## config.mk

```make
export PLATFORM = sky130hd
export DESIGN_NAME = fair_readers_writer_lock_arbiter_flat
export DESIGN_NICKNAME = d
export VERILOG_FILES = /design/src/rtl/frwl_pkg.sv /design/src/rtl/frwl_req_if.sv /design/src/rtl/frwl_rsp_if.sv /design/src/rtl/fair_readers_writer_lock_arbiter.sv /design/src/flat_wrapper.sv
export SDC_FILE = /design/constraint.sdc
export NUM_CORES = 1
export LEC_CHECK = 0
export ABC_AREA = 1
export BUFFER_PORTS_ARGS = -buffer_cell sky130_fd_sc_hd__buf_2
export CAP_MARGIN = 20
export CELL_PAD_IN_SITES_DETAIL_PLACEMENT = 1
export CELL_PAD_IN_SITES_GLOBAL_PLACEMENT = 2
export CORE_MARGIN = 4
export CORE_UTILIZATION = 43
export DETAILED_ROUTE_END_ITERATION = 16
export PLACE_DENSITY_LB_ADDON = 0.25
export SLEW_MARGIN = 25
export SYNTH_ARGS = -nofsm -noshare
export SYNTH_HDL_FRONTEND = slang
export SYNTH_SLANG_ARGS = --single-unit
```

## constraint.sdc

```tcl
create_clock -name clk_i -period 6.2 [get_ports clk_i]
set_input_delay 0.62 -clock clk_i [delete_from_list [all_inputs] [get_ports clk_i]]
set_output_delay 0.62 -clock clk_i [all_outputs]
set_load 0.05 [all_outputs]
```

## src/rtl/frwl_pkg.sv

```systemverilog
// Package for the fair reader/writer lock arbiter.
// Holds the event and status codes, the controller states and default sizes.
// No dependencies.
package frwl_pkg;

  localparam int unsigned QUEUE_DEPTH_DEF = 16;
  localparam int unsigned ID_BITS_DEF     = 8;

  typedef enum logic [1:0] {
    ACT_READ_REQ  = 2'd0,
    ACT_WRITE_REQ = 2'd1,
    ACT_READ_REL  = 2'd2,
    ACT_WRITE_REL = 2'd3
  } action_e;

  typedef enum logic [1:0] {
    STATUS_OK        = 2'd0,
    STATUS_FULL      = 2'd1,
    STATUS_NO_HOLDER = 2'd2
  } status_e;

  typedef enum logic [2:0] {
    ST_IDLE,
    ST_SERVE,
    ST_SCAN,
    ST_EMIT,
    ST_REPORT
  } state_e;

endpackage

```

## src/rtl/frwl_req_if.sv

```systemverilog
// Event channel of the reader/writer lock arbiter: valid, ready and one event.
// Depends on frwl_pkg.
interface frwl_req_if #(
  parameter int unsigned ID_BITS = frwl_pkg::ID_BITS_DEF
);
  logic                 valid;
  logic                 ready;
  frwl_pkg::action_e    action;
  logic [ID_BITS-1:0]   requester_id;

  modport source (output valid, output action, output requester_id, input ready);
  modport sink   (input valid, input action, input requester_id, output ready);
endinterface

```

## src/rtl/frwl_rsp_if.sv

```systemverilog
// Result channel of the reader/writer lock arbiter: valid, ready and one result.
// Depends on frwl_pkg.
interface frwl_rsp_if #(
  parameter int unsigned QUEUE_DEPTH = frwl_pkg::QUEUE_DEPTH_DEF,
  parameter int unsigned ID_BITS     = frwl_pkg::ID_BITS_DEF
);
  localparam int unsigned CNT_W = $clog2(QUEUE_DEPTH + 1);
  localparam int unsigned RC_W  = ID_BITS + 1;

  logic               valid;
  logic               ready;
  logic               grant_valid;
  logic [ID_BITS-1:0] grant_id;
  logic               grant_write;
  logic               last;
  frwl_pkg::status_e  status;
  logic [CNT_W-1:0]   pending_count;
  logic [RC_W-1:0]    reader_count;
  logic               writer_holds;

  modport source (
    output valid, output grant_valid, output grant_id, output grant_write, output last,
    output status, output pending_count, output reader_count, output writer_holds,
    input ready
  );
  modport sink (
    input valid, input grant_valid, input grant_id, input grant_write, input last,
    input status, input pending_count, input reader_count, input writer_holds,
    output ready
  );
endinterface

```

## src/rtl/fair_readers_writer_lock_arbiter.sv

```systemverilog
// Fair reader/writer lock arbiter. One event is taken at a time; the event port is
// ready only while the block is idle. A refused event (queue full, release with no
// holder) goes through acceptance and one status transaction. Any other event goes
// through acceptance, a serve step and an examination of queue entries from the
// head (the granted entries, plus an entry that stops the batch), then its result
// transactions, which wait while the result side is not ready; grants are first
// counted and then read back through the single read port of the wait-queue memory
// to be reported. An event with no grant ends in one status transaction.
// Depends on frwl_pkg, frwl_req_if and frwl_rsp_if.
module fair_readers_writer_lock_arbiter #(
  parameter int unsigned QUEUE_DEPTH = frwl_pkg::QUEUE_DEPTH_DEF,
  parameter int unsigned ID_BITS     = frwl_pkg::ID_BITS_DEF
) (
  input  logic       clk_i,
  input  logic       rst_ni,
  frwl_req_if.sink   req_i,
  frwl_rsp_if.source rsp_o
);

  localparam int unsigned IDX_W      = $clog2(QUEUE_DEPTH);
  localparam int unsigned CNT_W      = $clog2(QUEUE_DEPTH + 1);
  localparam int unsigned RC_W       = ID_BITS + 1;
  localparam int unsigned ENTRY_W    = ID_BITS + 1;
  localparam int unsigned READER_MAX = 1 << ID_BITS;

  // Ring slot at a given offset from a base slot.
  function automatic logic [IDX_W-1:0] slot_at(logic [IDX_W-1:0] base,
                                               logic [IDX_W-1:0] offset);
    logic [IDX_W:0] sum;
    sum = {1'b0, base} + {1'b0, offset};
    if (sum >= (IDX_W+1)'(QUEUE_DEPTH)) begin
      sum = sum - (IDX_W+1)'(QUEUE_DEPTH);
    end
    return sum[IDX_W-1:0];
  endfunction

  function automatic logic [IDX_W-1:0] slot_next(logic [IDX_W-1:0] s);
    return (s == IDX_W'(QUEUE_DEPTH - 1)) ? '0 : s + IDX_W'(1);
  endfunction

  // Wait queue: bit ID_BITS marks a write request, the low bits hold the id.
  logic [ENTRY_W-1:0] mem [QUEUE_DEPTH];
  logic               wr_en;
  logic [IDX_W-1:0]   wr_addr;
  logic [ENTRY_W-1:0] wr_data;
  logic               rd_en;
  logic [IDX_W-1:0]   rd_addr;
  logic [ENTRY_W-1:0] rdata_q;

  always_ff @(posedge clk_i) begin
    if (wr_en) begin
      mem[wr_addr] <= wr_data;
    end
    if (rd_en) begin
      rdata_q <= mem[rd_addr];
    end
  end

  frwl_pkg::state_e  state_q, state_d;
  frwl_pkg::status_e status_q, status_d;
  logic [IDX_W-1:0]  head_q, head_d;
  logic [CNT_W-1:0]  fill_q, fill_d;
  logic [RC_W-1:0]   readers_q, readers_d;
  logic              writer_q, writer_d;
  logic [CNT_W-1:0]  ngrant_q, ngrant_d;
  logic [CNT_W-1:0]  emit_idx_q, emit_idx_d;
  logic [IDX_W-1:0]  emit_slot_q, emit_slot_d;

  always_ff @(posedge clk_i or negedge rst_ni) begin
    if (!rst_ni) begin
      state_q     <= frwl_pkg::ST_IDLE;
      status_q    <= frwl_pkg::STATUS_OK;
      head_q      <= '0;
      fill_q      <= '0;
      readers_q   <= '0;
      writer_q    <= 1'b0;
      ngrant_q    <= '0;
      emit_idx_q  <= '0;
      emit_slot_q <= '0;
    end else begin
      state_q     <= state_d;
      status_q    <= status_d;
      head_q      <= head_d;
      fill_q      <= fill_d;
      readers_q   <= readers_d;
      writer_q    <= writer_d;
      ngrant_q    <= ngrant_d;
      emit_idx_q  <= emit_idx_d;
      emit_slot_q <= emit_slot_d;
    end
  end

  logic             entry_write;
  logic             take;
  logic [CNT_W-1:0] ngrant_after;
  logic             emit_last;

  assign entry_write = rdata_q[ID_BITS];
  assign emit_last   = ((emit_idx_q + CNT_W'(1)) == ngrant_q);

  always_comb begin
    state_d     = state_q;
    status_d    = status_q;
    head_d      = head_q;
    fill_d      = fill_q;
    readers_d   = readers_q;
    writer_d    = writer_q;
    ngrant_d    = ngrant_q;
    emit_idx_d  = emit_idx_q;
    emit_slot_d = emit_slot_q;
    wr_en       = 1'b0;
    wr_addr     = slot_at(head_q, fill_q[IDX_W-1:0]);
    wr_data     = {(req_i.action == frwl_pkg::ACT_WRITE_REQ), req_i.requester_id};
    rd_en       = 1'b0;
    rd_addr     = head_q;
    take        = 1'b0;
    ngrant_after = ngrant_q;

    req_i.ready         = 1'b0;
    rsp_o.valid         = 1'b0;
    rsp_o.grant_valid   = 1'b0;
    rsp_o.grant_id      = '0;
    rsp_o.grant_write   = 1'b0;
    rsp_o.last          = 1'b1;
    rsp_o.status        = status_q;
    rsp_o.pending_count = fill_q;
    rsp_o.reader_count  = readers_q;
    rsp_o.writer_holds  = writer_q;

    unique case (state_q)
      frwl_pkg::ST_IDLE: begin
        req_i.ready = 1'b1;
        if (req_i.valid) begin
          status_d = frwl_pkg::STATUS_OK;
          state_d  = frwl_pkg::ST_SERVE;
          unique case (req_i.action)
            frwl_pkg::ACT_READ_REQ, frwl_pkg::ACT_WRITE_REQ: begin
              if (fill_q == CNT_W'(QUEUE_DEPTH)) begin
                status_d = frwl_pkg::STATUS_FULL;
                state_d  = frwl_pkg::ST_REPORT;
              end else begin
                wr_en  = 1'b1;
                fill_d = fill_q + CNT_W'(1);
              end
            end
            frwl_pkg::ACT_READ_REL: begin
              if (readers_q == '0) begin
                status_d = frwl_pkg::STATUS_NO_HOLDER;
                state_d  = frwl_pkg::ST_REPORT;
              end else begin
                readers_d = readers_q - RC_W'(1);
              end
            end
            frwl_pkg::ACT_WRITE_REL: begin
              if (!writer_q) begin
                status_d = frwl_pkg::STATUS_NO_HOLDER;
                state_d  = frwl_pkg::ST_REPORT;
              end else begin
                writer_d = 1'b0;
              end
            end
            default: ;
          endcase
        end
      end

      frwl_pkg::ST_SERVE: begin
        ngrant_d    = '0;
        emit_slot_d = head_q;
        if (fill_q == '0) begin
          state_d = frwl_pkg::ST_REPORT;
        end else begin
          rd_en   = 1'b1;
          rd_addr = head_q;
          state_d = frwl_pkg::ST_SCAN;
        end
      end

      frwl_pkg::ST_SCAN: begin
        // The head entry was read last cycle; grant it or close the batch.
        if (entry_write) begin
          take = (ngrant_q == '0) && (readers_q == '0) && !writer_q;
        end else begin
          take = !writer_q && (readers_q != RC_W'(READER_MAX));
        end
        if (take) begin
          ngrant_after = ngrant_q + CNT_W'(1);
          head_d       = slot_next(head_q);
          fill_d       = fill_q - CNT_W'(1);
          if (entry_write) begin
            writer_d = 1'b1;
          end else begin
            readers_d = readers_q + RC_W'(1);
          end
        end
        ngrant_d = ngrant_after;
        if (take && !entry_write && (fill_q > CNT_W'(1))) begin
          rd_en   = 1'b1;
          rd_addr = slot_next(head_q);
        end else if (ngrant_after == '0) begin
          state_d = frwl_pkg::ST_REPORT;
        end else begin
          // Read the first granted entry back for reporting.
          rd_en      = 1'b1;
          rd_addr    = emit_slot_q;
          emit_idx_d = '0;
          state_d    = frwl_pkg::ST_EMIT;
        end
      end

      frwl_pkg::ST_EMIT: begin
        rsp_o.valid       = 1'b1;
        rsp_o.grant_valid = 1'b1;
        rsp_o.grant_id    = rdata_q[ID_BITS-1:0];
        rsp_o.grant_write = entry_write;
        rsp_o.last        = emit_last;
        if (rsp_o.ready) begin
          if (emit_last) begin
            state_d = frwl_pkg::ST_IDLE;
          end else begin
            emit_idx_d  = emit_idx_q + CNT_W'(1);
            emit_slot_d = slot_next(emit_slot_q);
            rd_en       = 1'b1;
            rd_addr     = slot_next(emit_slot_q);
          end
        end
      end

      frwl_pkg::ST_REPORT: begin
        rsp_o.valid = 1'b1;
        if (rsp_o.ready) begin
          state_d = frwl_pkg::ST_IDLE;
        end
      end

      default: begin
        state_d = frwl_pkg::ST_IDLE;
      end
    endcase
  end

`ifndef SYNTHESIS
  a_fill_bound: assert property (@(posedge clk_i) disable iff (!rst_ni)
    fill_q <= CNT_W'(QUEUE_DEPTH))
    else $error("wait queue fill count exceeds its depth");

  a_excl_hold: assert property (@(posedge clk_i) disable iff (!rst_ni)
    !(writer_q && (readers_q != '0)))
    else $error("writer and readers hold the lock together");

  a_reader_bound: assert property (@(posedge clk_i) disable iff (!rst_ni)
    readers_q <= RC_W'(READER_MAX))
    else $error("reader count above its ceiling");

  a_ready_after_last: assert property (@(posedge clk_i) disable iff (!rst_ni)
    (rsp_o.valid && rsp_o.ready && rsp_o.last) |=> req_i.ready)
    else $error("event port not ready after the final result transaction");

  a_grant_no_status: assert property (@(posedge clk_i) disable iff (!rst_ni)
    (rsp_o.valid && rsp_o.grant_valid) |-> (rsp_o.status == frwl_pkg::STATUS_OK))
    else $error("grant transaction carries an error status");
`endif

endmodule

```

## src/flat_wrapper.sv

```systemverilog
// flat-port wrapper written by rule: the top's interface ports become plain ports
module fair_readers_writer_lock_arbiter_flat 
#(
  parameter int unsigned QUEUE_DEPTH = frwl_pkg::QUEUE_DEPTH_DEF,
  parameter int unsigned ID_BITS     = frwl_pkg::ID_BITS_DEF
)
  (clk_i, rst_ni, req_i_valid, req_i_action, req_i_requester_id, req_i_ready, rsp_o_valid, rsp_o_grant_valid, rsp_o_grant_id, rsp_o_grant_write, rsp_o_last, rsp_o_status, rsp_o_pending_count, rsp_o_reader_count, rsp_o_writer_holds, rsp_o_ready);
  frwl_req_if #(.ID_BITS(ID_BITS)) req_i_i ();
  frwl_rsp_if #(.QUEUE_DEPTH(QUEUE_DEPTH), .ID_BITS(ID_BITS)) rsp_o_i ();
  input  logic clk_i;
  input  logic rst_ni;
  input wire logic [$bits(req_i_i.valid)-1:0] req_i_valid;
  input wire logic [$bits(req_i_i.action)-1:0] req_i_action;
  input wire logic [$bits(req_i_i.requester_id)-1:0] req_i_requester_id;
  output wire logic [$bits(req_i_i.ready)-1:0] req_i_ready;
  output wire logic [$bits(rsp_o_i.valid)-1:0] rsp_o_valid;
  output wire logic [$bits(rsp_o_i.grant_valid)-1:0] rsp_o_grant_valid;
  output wire logic [$bits(rsp_o_i.grant_id)-1:0] rsp_o_grant_id;
  output wire logic [$bits(rsp_o_i.grant_write)-1:0] rsp_o_grant_write;
  output wire logic [$bits(rsp_o_i.last)-1:0] rsp_o_last;
  output wire logic [$bits(rsp_o_i.status)-1:0] rsp_o_status;
  output wire logic [$bits(rsp_o_i.pending_count)-1:0] rsp_o_pending_count;
  output wire logic [$bits(rsp_o_i.reader_count)-1:0] rsp_o_reader_count;
  output wire logic [$bits(rsp_o_i.writer_holds)-1:0] rsp_o_writer_holds;
  input wire logic [$bits(rsp_o_i.ready)-1:0] rsp_o_ready;
  assign req_i_i.valid = req_i_valid;
  assign req_i_i.action = req_i_action;
  assign req_i_i.requester_id = req_i_requester_id;
  assign req_i_ready = req_i_i.ready;
  assign rsp_o_valid = rsp_o_i.valid;
  assign rsp_o_grant_valid = rsp_o_i.grant_valid;
  assign rsp_o_grant_id = rsp_o_i.grant_id;
  assign rsp_o_grant_write = rsp_o_i.grant_write;
  assign rsp_o_last = rsp_o_i.last;
  assign rsp_o_status = rsp_o_i.status;
  assign rsp_o_pending_count = rsp_o_i.pending_count;
  assign rsp_o_reader_count = rsp_o_i.reader_count;
  assign rsp_o_writer_holds = rsp_o_i.writer_holds;
  assign rsp_o_i.ready = rsp_o_ready;
  fair_readers_writer_lock_arbiter #(.QUEUE_DEPTH(QUEUE_DEPTH), .ID_BITS(ID_BITS)) u_core (.clk_i(clk_i), .rst_ni(rst_ni), .req_i(req_i_i), .rsp_o(rsp_o_i));
endmodule
```

# ---- After elaboration in Yosys (flattened, before gate mapping)
# Memory sizes are Yosys's and may differ from the RTL's. A register that Yosys moved wholly into a read port is not among the register bits.
# Index checks and enable logic that the tools add are counted.
dict set report totals {
  ramBits 144
  in_bits 14
  elab_cells 147
  mem_count 1
  register_bits 38
  output_inout_bits 30
}
dict set report classes {
  eq_ne 27
  order_cmp 2
  muxes 71
  addsub 10
  n_reduce_logical 27
}
# memory depth width rd rd_ports_with_merged_regs write_ports line
set mem_list {}
lappend mem_list {u_core.mem 16 9 1 1 1 fair_readers_writer_lock_arbiter.sv:42} ;# logic [ENTRY_W-1:0] mem [QUEUE_DEPTH];
# cell count
set op_table {}
lappend op_table {{$mux W5} 10}
lappend op_table {{$mux W9} 5}
lappend op_table {{$mux W4} 9}
lappend op_table {{$mux W3} 10}
lappend op_table {{$pmux W5 S2} 3}
lappend op_table {{$ne A2 B2 Y1 const B} 13}
lappend op_table {{$mux W1} 23}
lappend op_table {{$reduce_and A5 Y1} 4}
lappend op_table {{$pmux W9 S2} 1}
lappend op_table {{$pmux W4 S2} 2}
lappend op_table {{$add A5 B1 Y5 const B} 3}
lappend op_table {{$logic_not A5 Y1} 3}
lappend op_table {{$pmux W3 S5} 1}
lappend op_table {{$add A9 B1 Y9 const B} 1}
lappend op_table {{$logic_not A9 Y1} 1}
lappend op_table {{$ne A9 B9 Y1 const B} 1}
lappend op_table {{$pmux W3 S3} 1}
lappend op_table {{$sub A9 B1 Y9 const B} 1}
lappend op_table {{$add A4 B1 Y4 const B} 2}
lappend op_table {{$eq A4 B4 Y1 const B} 2}
lappend op_table {{$mux W8} 1}
lappend op_table {{$reduce_bool A2 Y1} 4}
lappend op_table {{$eq A3 B2 Y1 const B} 2}
lappend op_table {{$pmux W2 S3} 1}
lappend op_table {{other kinds (23)} 33}

# ---- Longest topological paths before layout
# Gate-level depths: netlist (run 1).
dict set report logic_depth {
  word_depth 11
  depth_mapped 24
  depth_no_buf 23
}

# ---- Worst setup path after synthesis (run 1)
# Ideal clock, no wire load.
dict set report synth_path {
  kind {reg2reg}
  from {reg u_core.state_q[2]}
  to {reg u_core.readers_q[8] (netlist: u_core.rsp_o.reader_count[8])}
  setup_slack_ns 3.264
  arrival_time_ns 2.853
  stages_incl_launch_ff 20
  setup_time_ns 0.083
  path_cell_list {dfrtp_1 nor2_4 inv_2 nor2_2 buf_2 inv_2 clkbuf_1 fa_1 nand3_1 nand2_1 a21oi_1 nor2_1 nor2_1 inv_1 nand2_1 a21oi_1 nor2_1 nor2_1 nor3_1 xor2_1}
}
dict set report synth_via {
  elab_chain_len 3
}
# element line
set synth_lines {}
lappend synth_lines {{from (decl)} fair_readers_writer_lock_arbiter.sv:59} ;# frwl_pkg::state_e state_q, state_d;
lappend synth_lines {{from (signal assigned)} fair_readers_writer_lock_arbiter.sv:71} ;# state_q <= frwl_pkg::ST_IDLE;
lappend synth_lines {{from (signal assigned)} fair_readers_writer_lock_arbiter.sv:81} ;# state_q <= state_d;
lappend synth_lines {{$eq A3 B2 Y1 / $logic_not A3 Y1 (equally long branches)} fair_readers_writer_lock_arbiter.sv:130} ;# unique case (state_q)
lappend synth_lines {{$ne A2 B2 Y1 (no source line) / $reduce_bool A2 Y1 (equally long branches)} n/a}
lappend synth_lines {{$reduce_and A6 Y1 (no source line)} n/a}
lappend synth_lines {{to (signal assigned)} fair_readers_writer_lock_arbiter.sv:85} ;# readers_q <= readers_d;
lappend synth_lines {{to (decl)} fair_readers_writer_lock_arbiter.sv:63} ;# logic [RC_W-1:0] readers_q, readers_d;
# Several ways; a longest one is shown, not always the timed one.
# A chain may end at the register's enable or synchronous reset.

# ---- Final worst setup path (run 1)
dict set report layout_path {
  from {reg u_core.ngrant_q[0]}
  to {reg u_core.rdata_q[3] (read register of u_core.mem) (data pin)}
}
dict set report layout_via {
  elab_chain_len 11
}
# element line
set layout_lines {}
lappend layout_lines {{from (decl)} fair_readers_writer_lock_arbiter.sv:65} ;# logic [CNT_W-1:0] ngrant_q, ngrant_d;
lappend layout_lines {{from (signal assigned)} fair_readers_writer_lock_arbiter.sv:87} ;# ngrant_q <= ngrant_d;
lappend layout_lines {{$logic_not A5 Y1} fair_readers_writer_lock_arbiter.sv:182} ;# take = (ngrant_q == '0) && (readers_q == '0) && !writer_q;
lappend layout_lines {{$logic_and A1 B1 Y1 (2 in series)} fair_readers_writer_lock_arbiter.sv:182}
lappend layout_lines {{$mux W1} fair_readers_writer_lock_arbiter.sv:181} ;# if (entry_write) begin
lappend layout_lines {{$mux W1} fair_readers_writer_lock_arbiter.sv:130}
lappend layout_lines {{$mux W5} fair_readers_writer_lock_arbiter.sv:186} ;# if (take) begin
lappend layout_lines {{$mux W5} fair_readers_writer_lock_arbiter.sv:130}
lappend layout_lines {{$logic_not A5 Y1} fair_readers_writer_lock_arbiter.sv:200} ;# end else if (ngrant_after == '0) begin
lappend layout_lines {{$mux W1 / $mux W4 (equally long branches)} fair_readers_writer_lock_arbiter.sv:200}
lappend layout_lines {{$mux W1 / $mux W4 (equally long branches)} fair_readers_writer_lock_arbiter.sv:197} ;# if (take && !entry_write && (fill_q > CNT_W'(1))) begin
lappend layout_lines {{$pmux W1 S3 / $pmux W4 S2 (equally long branches)} fair_readers_writer_lock_arbiter.sv:130}
lappend layout_lines {{to (decl)} fair_readers_writer_lock_arbiter.sv:48} ;# logic [ENTRY_W-1:0] rdata_q;
# Several ways; a longest one is shown, not always the timed one. The select of a mux whose other input is x is not followed.

==> results of run 1 <==
-- synth_stat cells --
library cell and n:
mux2_2 1, o21ai_2 4, nand2_2 8, buf_6 11, nor3_1 3, inv_1 144, a311oi_1 1, o22ai_1 4
buf_4 1, and3_1 1, nand2_4 5, clkinv_1 1, o21ai_0 35, o311ai_0 2, o21ai_4 2, a22oi_1 2
a21oi_1 13, inv_2 7, ha_1 18, o21bai_1 1, o21ai_1 5, nand2_1 204, nor2_2 2, dfrtp_1 38
nand4_1 3, edfxtp_1 153, buf_2 12, clkbuf_1 12, o31ai_1 1, a31oi_1 3, o21a_1 2, a32o_1 1
fa_1 2, nor2_4 5, nor2_1 60, nand3b_1 16, inv_4 1, xor2_1 15, nand3_1 194, a21oi_4 2
xnor2_1 9
-- area by class of cell --
class | instances | area [µm²]
repair buffers | 48 | 255
clock inverters | 14 | 170
clock buffers | 17 | 425
fillers | 2513 | 11300
multi-input cells | 624 | 3290
well taps | 280 | 350
flip-flops and latches | 191 | 5550
inverters | 153 | 577
diodes | 1 | 2.50
-- worst register-to-register path, delay by kind of cell, from the launching register on --
family                   cells  cell delay [ns]
buffers and inverters        1             0.12
AND/OR/NAND/NOR             20             3.14
flip-flops                   1             0.46
adder cells (fa/ha/maj)      1             0.21
-- power by group through the flow --
stage | Sequential (mW) | Combinational, mW | Clock [mW]
finish | 1.78 | 2.68 | 1.09
detailed placement | 1.81 | 2.68 | 0
global placement | 1.81 | 2.62 | 0
floorplan | 1.93 | 1.89 | 0
CTS | 1.79 | 2.69 | 1.12
global route | 1.81 | 3.00 | 1.17
-- state kept, by name (all words and copies together), names as in the netlist --
signal and count:
u_core.ngrant_q 5, u_core.rsp_o.pending_count 5, u_core.emit_idx_q 5, u_core.rsp_o.writer_holds 1
u_core.state_q 3, u_core.mem 144, u_core.rsp_o.status 2, u_core.head_q 4
u_core.rsp_o.reader_count 9, u_core.rdata_q 9, u_core.emit_slot_q 4
-- layer usage --
layer,global-route usage,share of wire,vias up
met2,0.339,0.46,126
met1,0.302,0.49,3422
met5,0,0,-
met3,0.0290,0.036,24
li1,-,-,3413
met4,0.0594,0.015,0
-- cell families after synthesis --
family	count (synthesis)	synth area share
buffers and inverters	189	0.0844
flip-flops	191	0.576
adder cells (fa/ha/maj)	20	0.0275
AND/OR/NAND/NOR	501	0.238
AO/OA/AOI/OAI	78	0.0509
XOR/XNOR	24	0.0218
multiplexers	1	0.00117
-- how the worst max path moves through the flow --
stage | startpoint | endpoint | slack [ns] | cells after the start
finish | u_core.ngrant_q[0] | u_core.rdata_q[3] | 2.00 | 22
global route | u_core.ngrant_q[0] | u_core.rdata_q[4] | 1.53 | 23
CTS | u_core.ngrant_q[0] | u_core.rdata_q[4] | 1.96 | 23
detailed placement | u_core.ngrant_q[0] | u_core.rdata_q[4] | 1.98 | 23
global placement | u_core.ngrant_q[0] | u_core.rdata_q[4] | 2.03 | 23
floorplan | u_core.state_q[2] | u_core.rsp_o.reader_count[8] | 3.26 | 19
-- stage by stage --
step | utilization | total power, mW | cell area [µm²] | hold WS (ns) | std cells
after floorplan | - | 3.82 | 9630 | 0.324 | 1004
after global placement | 0.455 | 4.43 | 10000 | 0.473 | 1296
after detailed placement | 0.456 | 4.49 | 10000 | 0.496 | 1296
after CTS | 0.483 | 5.60 | 10600 | 0.341 | 1327
after global routing | 0.483 | 5.98 | 10600 | 0.193 | 1328
final | 0.483 | 5.55 | 10600 | 0.152 | 1328
==> results.ini, run 1 <==
[outcome]
status=completed

[yosys]
yosysUniqueCellTypes=41
syn_area_um2=9630
synth_cells=1004
synth_top_area_cell=edfxtp_1
synth_top_area_frac=0.477
ys_ff_latch=191
synth_area_leaders=edfxtp_1 48%, nand3_1 10%, dfrtp_1 9.9%, nand2_1 7.9%, inv_1 5.6%
syn-num-nets=1038
ys_seq_area_frac=0.576
ys_warn_count=0
avgSynthCellArea_um2=9.59

[worst_setup_path]
arrival_ns=4.38
reg2reg_from=u_core.ngrant_q[0]
crit_slowest_cell=nand2_4
path_delay_family=simple AND/OR/NAND/NOR gates
path_cells=inv_1, ha_1, nand3_1, nor2_1, nand2_2, nand2_2, nand2_4, nand2_1, nand2_1, nand2_2, nor2_4, nand2_4, nand2_1, nand3_1, nand2_2, nand2_4, nand2_4, nand2_1, nand3_1, nand3_1, nand3_1, nand2_1
r2r_setup_slack_ns=2.00
reg2reg_depth=22
cp_num_buf_inv=1
crit_fanout=73
slowest_delay_ns=0.86
r2r-end=u_core.rdata_q[3]
worst_setup_path_end_kind=register
cp-start-kind=register
cp.required_ns=6.38
path_class=register to register

[floorplanning]
core_um2=22000
initial_core_util=0.439
die_w_um=158
die-area_um2=24900
num_io_pins=44
die_height_um=158
rows=54

[pwr]
p_per_area_nw_per_um2=523
p_int_mw=2.91
sequentialPowerShare=0.321
ir_worst_vdd_mv=0.339
combPwrFrac=0.482
p_leak_nw=4.58
switching_power_mw=2.64
power_frac_clock=0.197
sw_frac_of_total=0.475

[finish]
mostFrequentLayoutCells=203 x nand2_1, 194 x nand3_1, 153 x edfxtp_1
syn_to_final_growth_pct=10.2
drive_above_1_share=0.117
final_common_cell=nand2_1
final_net_count=1069

[timing]
setup_viol=0
max_freq_mhz=238
grt_setup_unrepaired=false
worst_slack_ns=2.00
period_share=0.678
fin_skew_ns=0.0163
tightest_slew_ns=1.00
slew_headroom=0.329
slew_violations=0
setup_tns_ns=0
finalHoldViolCount=0
fin_crit_ns=4.20

[global_route]
grt_pass1_vias=7232
grt_max_degree=74
grt_pass1_wl_um=40300
grt_antenna_before_repair=1
grt_overflow=0
grtUsageTotal=0.211

[run]
drv_cap=0

[placed_design]
gp_congestion=0.782
io_buffer_count=43
place_ws_ns=1.98
hpwl_um=16100

[drt]
drt_wl_total_um=25200
viasPerCell=5.26
ant_nets=0
first_iter_violations=456
wl_per_cell_um=19.0
route.detailed.drc=0
drt-pass1-iter-count=5
vias=6985

[clocking]
cts_max_level=4
cts_root_buffer=clkbuf_16
numCtsBuffers=17
cts.path.max_buffers=2
insertion_delay_ns=0.44
clk_pin_slew_ns=0.08
cts_setup_buffers=0
cts_resized=0
clkSinkCount=191
cts_tree=built
ctsHoldBuffers=0

[hold_path]
min_path_type=primary input to async pin

Note: power is estimated with default switching activity, not from simulation.
==> run 2: changes to the inputs <==
- CORE_UTILIZATION: 43 -> 36
- clock period: 6.2 -> 3.83 ns (I/O delays scaled with it)
==> run 2 against run 1 <==
  * Global-route usage fell by 2.0 points
  * Sequential share of layout area decreased by 1.4 points
  * Combinational power increased by 68%
  * Clock power up 63%
  * Register-to-register slack got worse by 1.4 ns
  * First-iteration DRC count up 13%
  * Die area grew 18%
  * Fmax grew 30%
  * Via count rose by 3.7%
  * Critical path depth shrank 2
  * Count of clock-buffer cells in the layout stayed put
  * Critical endpoint is now u_core.rdata_q[4]
  * Largest power group unchanged
==> results.ini, run 2 (same netlist as run 1, synthesis figures left out) <==
[pwr]
power_frac_clock=0.194  ; was 0.197
switching_power_mw=4.33  ; was 2.64 mW
sw_frac_of_total=0.472  ; was 0.475
combPwrFrac=0.489  ; was 0.482
p_leak_nw=4.74  ; was 4.58 nW
p_int_mw=4.85  ; was 2.91 mW
sequentialPowerShare=0.317  ; was 0.321
p_per_area_nw_per_um2=841  ; was 523 nW/µm²
ir_worst_vdd_mv=0.474  ; was 0.339 mV

[floorplanning]
die_height_um=172  ; was 158 µm
die-area_um2=29400  ; was 24900 µm²
rows=59  ; was 54
initial_core_util=0.368  ; was 0.439
core_um2=26200  ; was 22000 µm²
num_io_pins=44  ; unchanged
die_w_um=172  ; was 158 µm

[clocking]
cts_tree=built  ; unchanged
cts_max_level=4  ; unchanged
cts.path.max_buffers=2  ; unchanged
clk_pin_slew_ns=0.07  ; was 0.08 ns
clkSinkCount=191  ; unchanged
cts_resized=0  ; unchanged
cts_root_buffer=clkbuf_16  ; unchanged
numCtsBuffers=17  ; unchanged
insertion_delay_ns=0.45  ; was 0.44 ns

[global_route]
grt_overflow=0  ; unchanged
grtUsageTotal=0.191  ; was 0.211
grt_antenna_before_repair=0  ; was 1
grt_pass1_vias=7581  ; was 7232
grt_max_degree=50  ; was 74
grt_pass1_wl_um=43300  ; was 40300 µm

[worst_setup_path]
path_class=register to register  ; unchanged
r2r-end=u_core.rdata_q[4]  ; was u_core.rdata_q[3]
cp.required_ns=4.02  ; was 6.38 ns
crit_slowest_cell=dfrtp_1  ; was nand2_4
path_cells=inv_1, ha_1, nand3_1, nor2_1, nand2_2, nand2_2, nand2_4, o21ai_2, nor2_4, nand2_4, nand2_1, nand3_1, nand2_2, nand2_4, buf_4, nand3_1, nand3_1, nand3_1, nand3_1, nand2_1  ; was inv_1, ha_1, nand3_1, nor2_1, nand2_2, nand2_2, nand2_4, nand2_1, nand2_1, nand2_2, nor2_4, nand2_4, nand2_1, nand3_1, nand2_2, nand2_4, nand2_4, nand2_1, nand3_1, nand3_1, nand3_1, nand2_1
cp-start-kind=register  ; unchanged
path_delay_family=simple AND/OR/NAND/NOR gates  ; unchanged
r2r_setup_slack_ns=0.59  ; was 2.00 ns
crit_start=u_core.ngrant_q[1]  ; was u_core.ngrant_q[0]
cp_num_buf_inv=2  ; was 1
reg2reg_depth=20  ; was 22
worst_setup_path_end_kind=register  ; unchanged
slowest_delay_ns=0.42  ; was 0.86 ns
reg2reg_from=u_core.ngrant_q[1]  ; was u_core.ngrant_q[0]
crit_fanout=34  ; was 73
crit_top_cell=nand3_1
arrival_ns=3.43  ; was 4.38 ns

[hold_path]
hp-start=rsp_o_ready
min_path_type=primary input to register  ; was primary input to async pin
hold_depth=2
hold_end=u_core.state_q[2]

[placed_design]
hpwl_um=18100  ; was 16100 µm
io_buffer_count=43  ; unchanged
placedCellCount=1380  ; was 1296
gp_congestion=0.758  ; was 0.782

[timing]
setup_viol=0  ; unchanged
period_share=0.846  ; was 0.678
slew_violations=0  ; unchanged
fin_skew_ns=0.0148  ; was 0.0163 ns
fin_crit_ns=3.24  ; was 4.20 ns
tightest_slew_ns=0.784  ; was 1.00 ns
slew_headroom=0.476  ; was 0.329
setup_tns_ns=0  ; unchanged
max_freq_mhz=309  ; was 238 MHz
grt_setup_unrepaired=false  ; unchanged
finalHoldViolCount=0  ; unchanged

[finish]
drive_above_1_share=0.136  ; was 0.117
top_register=u_core.mem  ; unchanged
syn_to_final_growth_pct=13.3  ; was 10.2%
mostFrequentLayoutCells=203 x nand2_1, 194 x nand3_1, 153 x edfxtp_1  ; unchanged
diodes=0  ; was 1
nFillCells=3013  ; was 2513
final_net_count=1099  ; was 1069
fin_cells=1413  ; was 1328
final_common_cell=nand2_1  ; unchanged
largest_reg_flops=144  ; unchanged

[drt]
drt-pass1-iter-count=5  ; unchanged
ant_nets=0  ; unchanged
wl_per_cell_um=19.1  ; was 19.0 µm
viasPerCell=5.13  ; was 5.26
drt_wl_total_um=27000  ; was 25200 µm
route.detailed.drc=0  ; unchanged
first_iter_violations=513  ; was 456
vias=7242  ; was 6985

[run]
drv_cap=0  ; unchanged

[outcome]
status=completed  ; unchanged

## run 2: cell count changes in the layout (fill, tap and decap cells not counted), sizes merged
cell,change
clkinvlp,+2
diode,-1
buf,+29
clkinv,-4
dlygate4sd3,+1
inv,+3
## run 2: layer usage
| layer | wire, µm | part of all wire | GRT usage | vias up |
|---|---|---|---|---|
| met2 | 12500 | 0.46 | 0.302 | 121 |
| met1 | 13300 | 0.49 | 0.281 | 3636 |
| li1 | - | - | - | 3465 |
| met3 | 867 | 0.032 | 0.0216 | 20 |
| met5 | 0 | 0 | 0 | - |
| met4 | 383 | 0.014 | 0.0510 | 0 |
## run 2: power groups by stage
stage	Clock, mW	Sequential (mW)	Combinational (mW)
detailed placement	0	2.96	4.52
global route	1.91	2.96	5.03
floorplan	0	3.12	3.07
global placement	0	2.96	4.46
finish	1.78	2.91	4.49
CTS	1.82	2.92	4.55
## run 2: cell type report
class	instances	area, µm²	area share
Clock buffer	17	425	0.0390
Clock inverter	15	165	0.0151
Sequential cell	191	5550	0.508
Inverter	153	577	0.0528
Tap cell	335	419	0.0384
Timing Repair Buffer	78	508	0.0465
Multi-Input combinational cell	624	3280	0.300
## run 2: per-stage QoR
| step | instance area, µm² | setup slack [ns] | power (mW) | util | hold slack (ns) |
|---|---|---|---|---|---|
| after global routing | 10900 | 0.334 | 9.90 | 0.417 | 0.252 |
| final | 10900 | 0.589 | 9.18 | 0.417 | 0.248 |
| after global placement | 10300 | 0.624 | 7.42 | 0.394 | 0.476 |
| after detailed placement | 10300 | 0.638 | 7.48 | 0.394 | 0.488 |
| after CTS | 10900 | 0.608 | 9.28 | 0.416 | 0.112 |
| after floorplan | 9630 | 0.894 | 6.18 | - | 0.0874 |
## run 2: worst max-delay path by stage
| stage | cells after the start | end |
|---|---|---|
| after floorplan | 19 | u_core.rsp_o.reader_count[8] |
| after global placement | 20 | u_core.rdata_q[4] |
| after detailed placement | 20 | u_core.rdata_q[4] |
| after CTS | 20 | u_core.rdata_q[4] |
| after global routing | 22 | u_core.rdata_q[4] |
| final | 20 | u_core.rdata_q[4] |
## run 2: repair_timing
item,in CTS,in global routing
hold endpoints to repair,0,38
setup buffers,0,0
hold buffers,0,1
setup endpoints to repair,0,0
==> run 3: changes to the inputs <==
- ABC_AREA: 1 -> 0
- CORE_UTILIZATION: 36 -> 44
- clock period: 3.83 -> 3.3 ns (I/O delays scaled with it)
==> run 3 against run 2 <==
  * The flow now finishes with violations (setup timing)
  * Clock power increased by 22%
  * Via count decreased by 10%
  * Non-clock buffer count increased by 101
  * Sequential share of layout area decreased by 3.2 points
  * Critical path type unchanged
  * Flip-flop and latch count unchanged
  * Largest cell class unchanged
  * Synthesized cell count decreased by 33%
  * Critical endpoint is now u_core.rdata_q[7]
==> results.ini, run 3 <==
[outcome]
status=complete, but fails checks  ; was completed
violations=setup timing

[drt]
first_iter_violations=399  ; was 513
drt-pass1-iter-count=5  ; unchanged
route.detailed.drc=0  ; unchanged
drt_wl_total_um=27700  ; was 27000 µm
ant_nets=0  ; unchanged
viasPerCell=5.75  ; was 5.13
vias=6499  ; was 7242
wl_per_cell_um=24.5  ; was 19.1 µm

[worst_setup_path]
crit_fanout=11  ; was 34
worst_setup_path_end_kind=register  ; unchanged
arrival_ns=3.73  ; was 3.43 ns
cp-start-kind=register  ; unchanged
path_class=register to register  ; unchanged
cp.required_ns=3.46  ; was 4.02 ns

[run]
drv_cap=0  ; unchanged

[floorplanning]
rows=52  ; was 59
num_io_pins=44  ; unchanged
die_height_um=151  ; was 172 µm
initial_core_util=0.447  ; was 0.368
die_w_um=151  ; was 172 µm
die-area_um2=22800  ; was 29400 µm²
core_um2=20200  ; was 26200 µm²

[pwr]
p_per_area_nw_per_um2=1040  ; was 841 nW/µm²
power.total_mw=12.2  ; was 9.18 mW
switching_power_mw=4.90  ; was 4.33 mW
p_int_mw=7.25  ; was 4.85 mW
sequentialPowerShare=0.268  ; was 0.317
ir_worst_vdd_mv=0.445  ; was 0.474 mV
combPwrFrac=0.553  ; was 0.489
p_leak_nw=4.66  ; was 4.74 nW
power_frac_clock=0.179  ; was 0.194
sw_frac_of_total=0.403  ; was 0.472

[placed_design]
post_dp_cell_area_um2=10400  ; was 10300 µm²
gp_congestion=0.878  ; was 0.758
placedCellCount=1067  ; was 1380
hpwl_um=18300  ; was 18100 µm
io_buffer_count=43  ; unchanged

[yosys]
synth.most_common_cell=edfxtp_1  ; was nand2_1
ys_warn_count=0  ; unchanged
syn-num-nets=706  ; was 1038
synth_edf_count=153  ; unchanged
ys_seq_area_frac=0.615  ; was 0.576
syn_area_um2=9010  ; was 9630 µm²
synth_top_area_cell=edfxtp_1  ; unchanged
ys_top_cells_by_count=153 x edfxtp_1, 59 x mux2i_1, 44 x nor2_1  ; was 204 x nand2_1, 194 x nand3_1, 153 x edfxtp_1
synth_area_leaders=edfxtp_1 51%, dfrtp_1 11%, mux2i_1 6.6%, mux2_2 3.1%, ha_1 2.5%  ; was edfxtp_1 48%, nand3_1 10%, dfrtp_1 9.9%, nand2_1 7.9%, inv_1 5.6%
ys_ff_latch=191  ; unchanged
synthArstFlopShare=0.199  ; unchanged
avgSynthCellArea_um2=13.4  ; was 9.59 µm²
synthFlopType=edfxtp_1  ; unchanged
synth_cells=672  ; was 1004
synth_top_area_frac=0.510  ; was 0.477
yosysUniqueCellTypes=67  ; was 41

[timing]
fin_skew_ns=0.00658  ; was 0.0148 ns
worst_slack_ns=-0.270  ; was 0.589 ns
fin_crit_ns=3.57  ; was 3.24 ns
grt_setup_unrepaired=true  ; was false
slew_violations=0  ; unchanged
finalHoldViolCount=0  ; unchanged
max_freq_mhz=280  ; was 309 MHz
setup_viol=9  ; was 0
tightest_slew_ns=0.900  ; was 0.784 ns
slew_headroom=0.400  ; was 0.476
period_share=1.08  ; was 0.846

[global_route]
grt_antenna_before_repair=0  ; unchanged
grtUsageTotal=0.239  ; was 0.191
grt_pass1_wl_um=40400  ; was 43300 µm
grt_pass1_vias=6916  ; was 7581
grt_overflow=0  ; unchanged
grt_max_degree=39  ; was 50

[finish]
fin_cells=1130  ; was 1413
utilization=0.580  ; was 0.417
top_register=u_core.mem  ; unchanged
final_net_count=882  ; was 1099
final_common_cell=edfxtp_1  ; was nand2_1
syn_to_final_growth_pct=29.7  ; was 13.3%
drive_above_1_share=0.357  ; was 0.136
largest_reg_flops=144  ; unchanged
post-route-cell-area_um2=11700  ; was 10900 µm²
mostFrequentLayoutCells=153 x edfxtp_1, 117 x buf_4, 49 x mux2i_1  ; was 203 x nand2_1, 194 x nand3_1, 153 x edfxtp_1
diodes=0  ; unchanged
nFillCells=2027  ; was 3013

[clocking]
insertion_delay_ns=0.44  ; was 0.45 ns
cts.path.max_buffers=2  ; unchanged
clk_pin_slew_ns=0.08  ; was 0.07 ns
clkSinkCount=191  ; unchanged
cts_root_buffer=clkbuf_16  ; unchanged
numCtsBuffers=17  ; unchanged
ctsHoldBuffers=0  ; unchanged
cts_max_level=4  ; unchanged
cts_tree=built  ; unchanged

[hold_path]
min_path_type=primary input to async pin  ; was primary input to register

-- run 3: cell types whose count changed after synthesis, sizes merged, moves of 14 or more --
cell | before | now
mux2i | 0 | 60
nor2 | 67 | 44
buf | 24 | 10
o2bb2ai | 0 | 18
o22ai | 4 | 20
mux2 | 1 | 25
nand3 | 194 | 12
nand2 | 217 | 40
inv | 152 | 18
-- run 3: area by class of cell --
type	count	area (µm²)	share of cell area
Timing Repair Buffer	179	1440	0.123
Sequential cell	191	5560	0.475
Clock buffer	17	425	0.0364
Clock inverter	14	190	0.0163
Multi-Input combinational cell	440	3670	0.314
Inverter	19	71.3	0.00610
Tap cell	270	338	0.0289
-- run 3: metal layers --
metal / share of wire / vias up / global-route usage / wire [µm]
met3: 0.043 / 44 / 0.0389 / 1200
li1: - / 2940 / - / -
met5: 0 / - / 0 / 0
met1: 0.39 / 3326 / 0.287 / 10800
met4: 0.026 / 0 / 0.0793 / 708
met2: 0.54 / 189 / 0.437 / 15000
-- run 3: path summary, 6_finish.rpt --
path                                   startpoint                      endpoint  slack (ns)  cells after the start
setup / recovery             u_core.emit_idx_q[0]             u_core.rdata_q[7]       -0.27                     16
hold / removal                             rst_ni  u_core.rsp_o.reader_count[3]        0.01                      1
min in group clk_i                req_i_action[1]        u_core.rsp_o.status[0]        0.17                      2
hold reg to reg            u_core.rsp_o.status[0]        u_core.rsp_o.status[0]        0.51                      2
setup reg to reg             u_core.emit_idx_q[0]             u_core.rdata_q[7]       -0.27                     16
max in group asynchronous                  rst_ni            u_core.ngrant_q[3]        2.66                      1
-- run 3: power by group through the flow --
stage          clock, mW  combinational (mW)  sequential, mW
6_report            2.18                6.71            3.26
2_1_floorplan          0                3.29            3.67
5_1_grt             2.32                7.17            3.29
4_1_cts             2.20                6.28            3.25
3_5_place_dp           0                5.60            3.29
3_3_place_gp           0                5.37            3.27
-- run 3: timing repair --
item | CTS | global route
setup endpoints to repair | 9 | 10
cloned | 3 | 2
pin swaps | 7 | 7
buffers inserted | 12 | 15
gates resized for setup | 29 | 34
-- run 3: cells by family (layout without fill, tap and decap cells) --
group,Yosys count,after routing,share of synthesized area
AO/OA/AOI/OAI,140,140,0.108
XOR/XNOR,33,33,0.0321
flip-flops,191,191,0.615
multiplexers,85,85,0.0993
AND/OR/NAND/NOR,159,162,0.0947
adder cells (fa/ha/maj),20,20,0.0294
buffers and inverters,44,229,0.0210
-- run 3: per-stage QoR --
stage	hold slack [ns]	TNS (ns)	setup WS [ns]
CTS	0.0232	-1.73	-0.206
floorplan	0.0344	-0.614	-0.0698
global placement	0.465	-1.96	-0.230
finish	0.0121	-1.98	-0.270
global route	0.0785	-2.98	-0.392
detailed placement	0.496	-2.89	-0.370
-- run 3: critical path, stage by stage (launching register included) --
cell	delay (ns)
dfrtp_1	0.42
ha_4	0.19
xor2_2	0.15
xnor2_2	0.15
buf_4	0.14
buf_4	0.12
nand4_1	0.12
nand2_1	0.15
a311oi_1	0.33
buf_4	0.17
o21ai_4	0.05
buf_12	0.16
buf_12	0.13
buf_16	0.14
mux2i_1	0.16
o22ai_1	0.11
or4_1	0.59
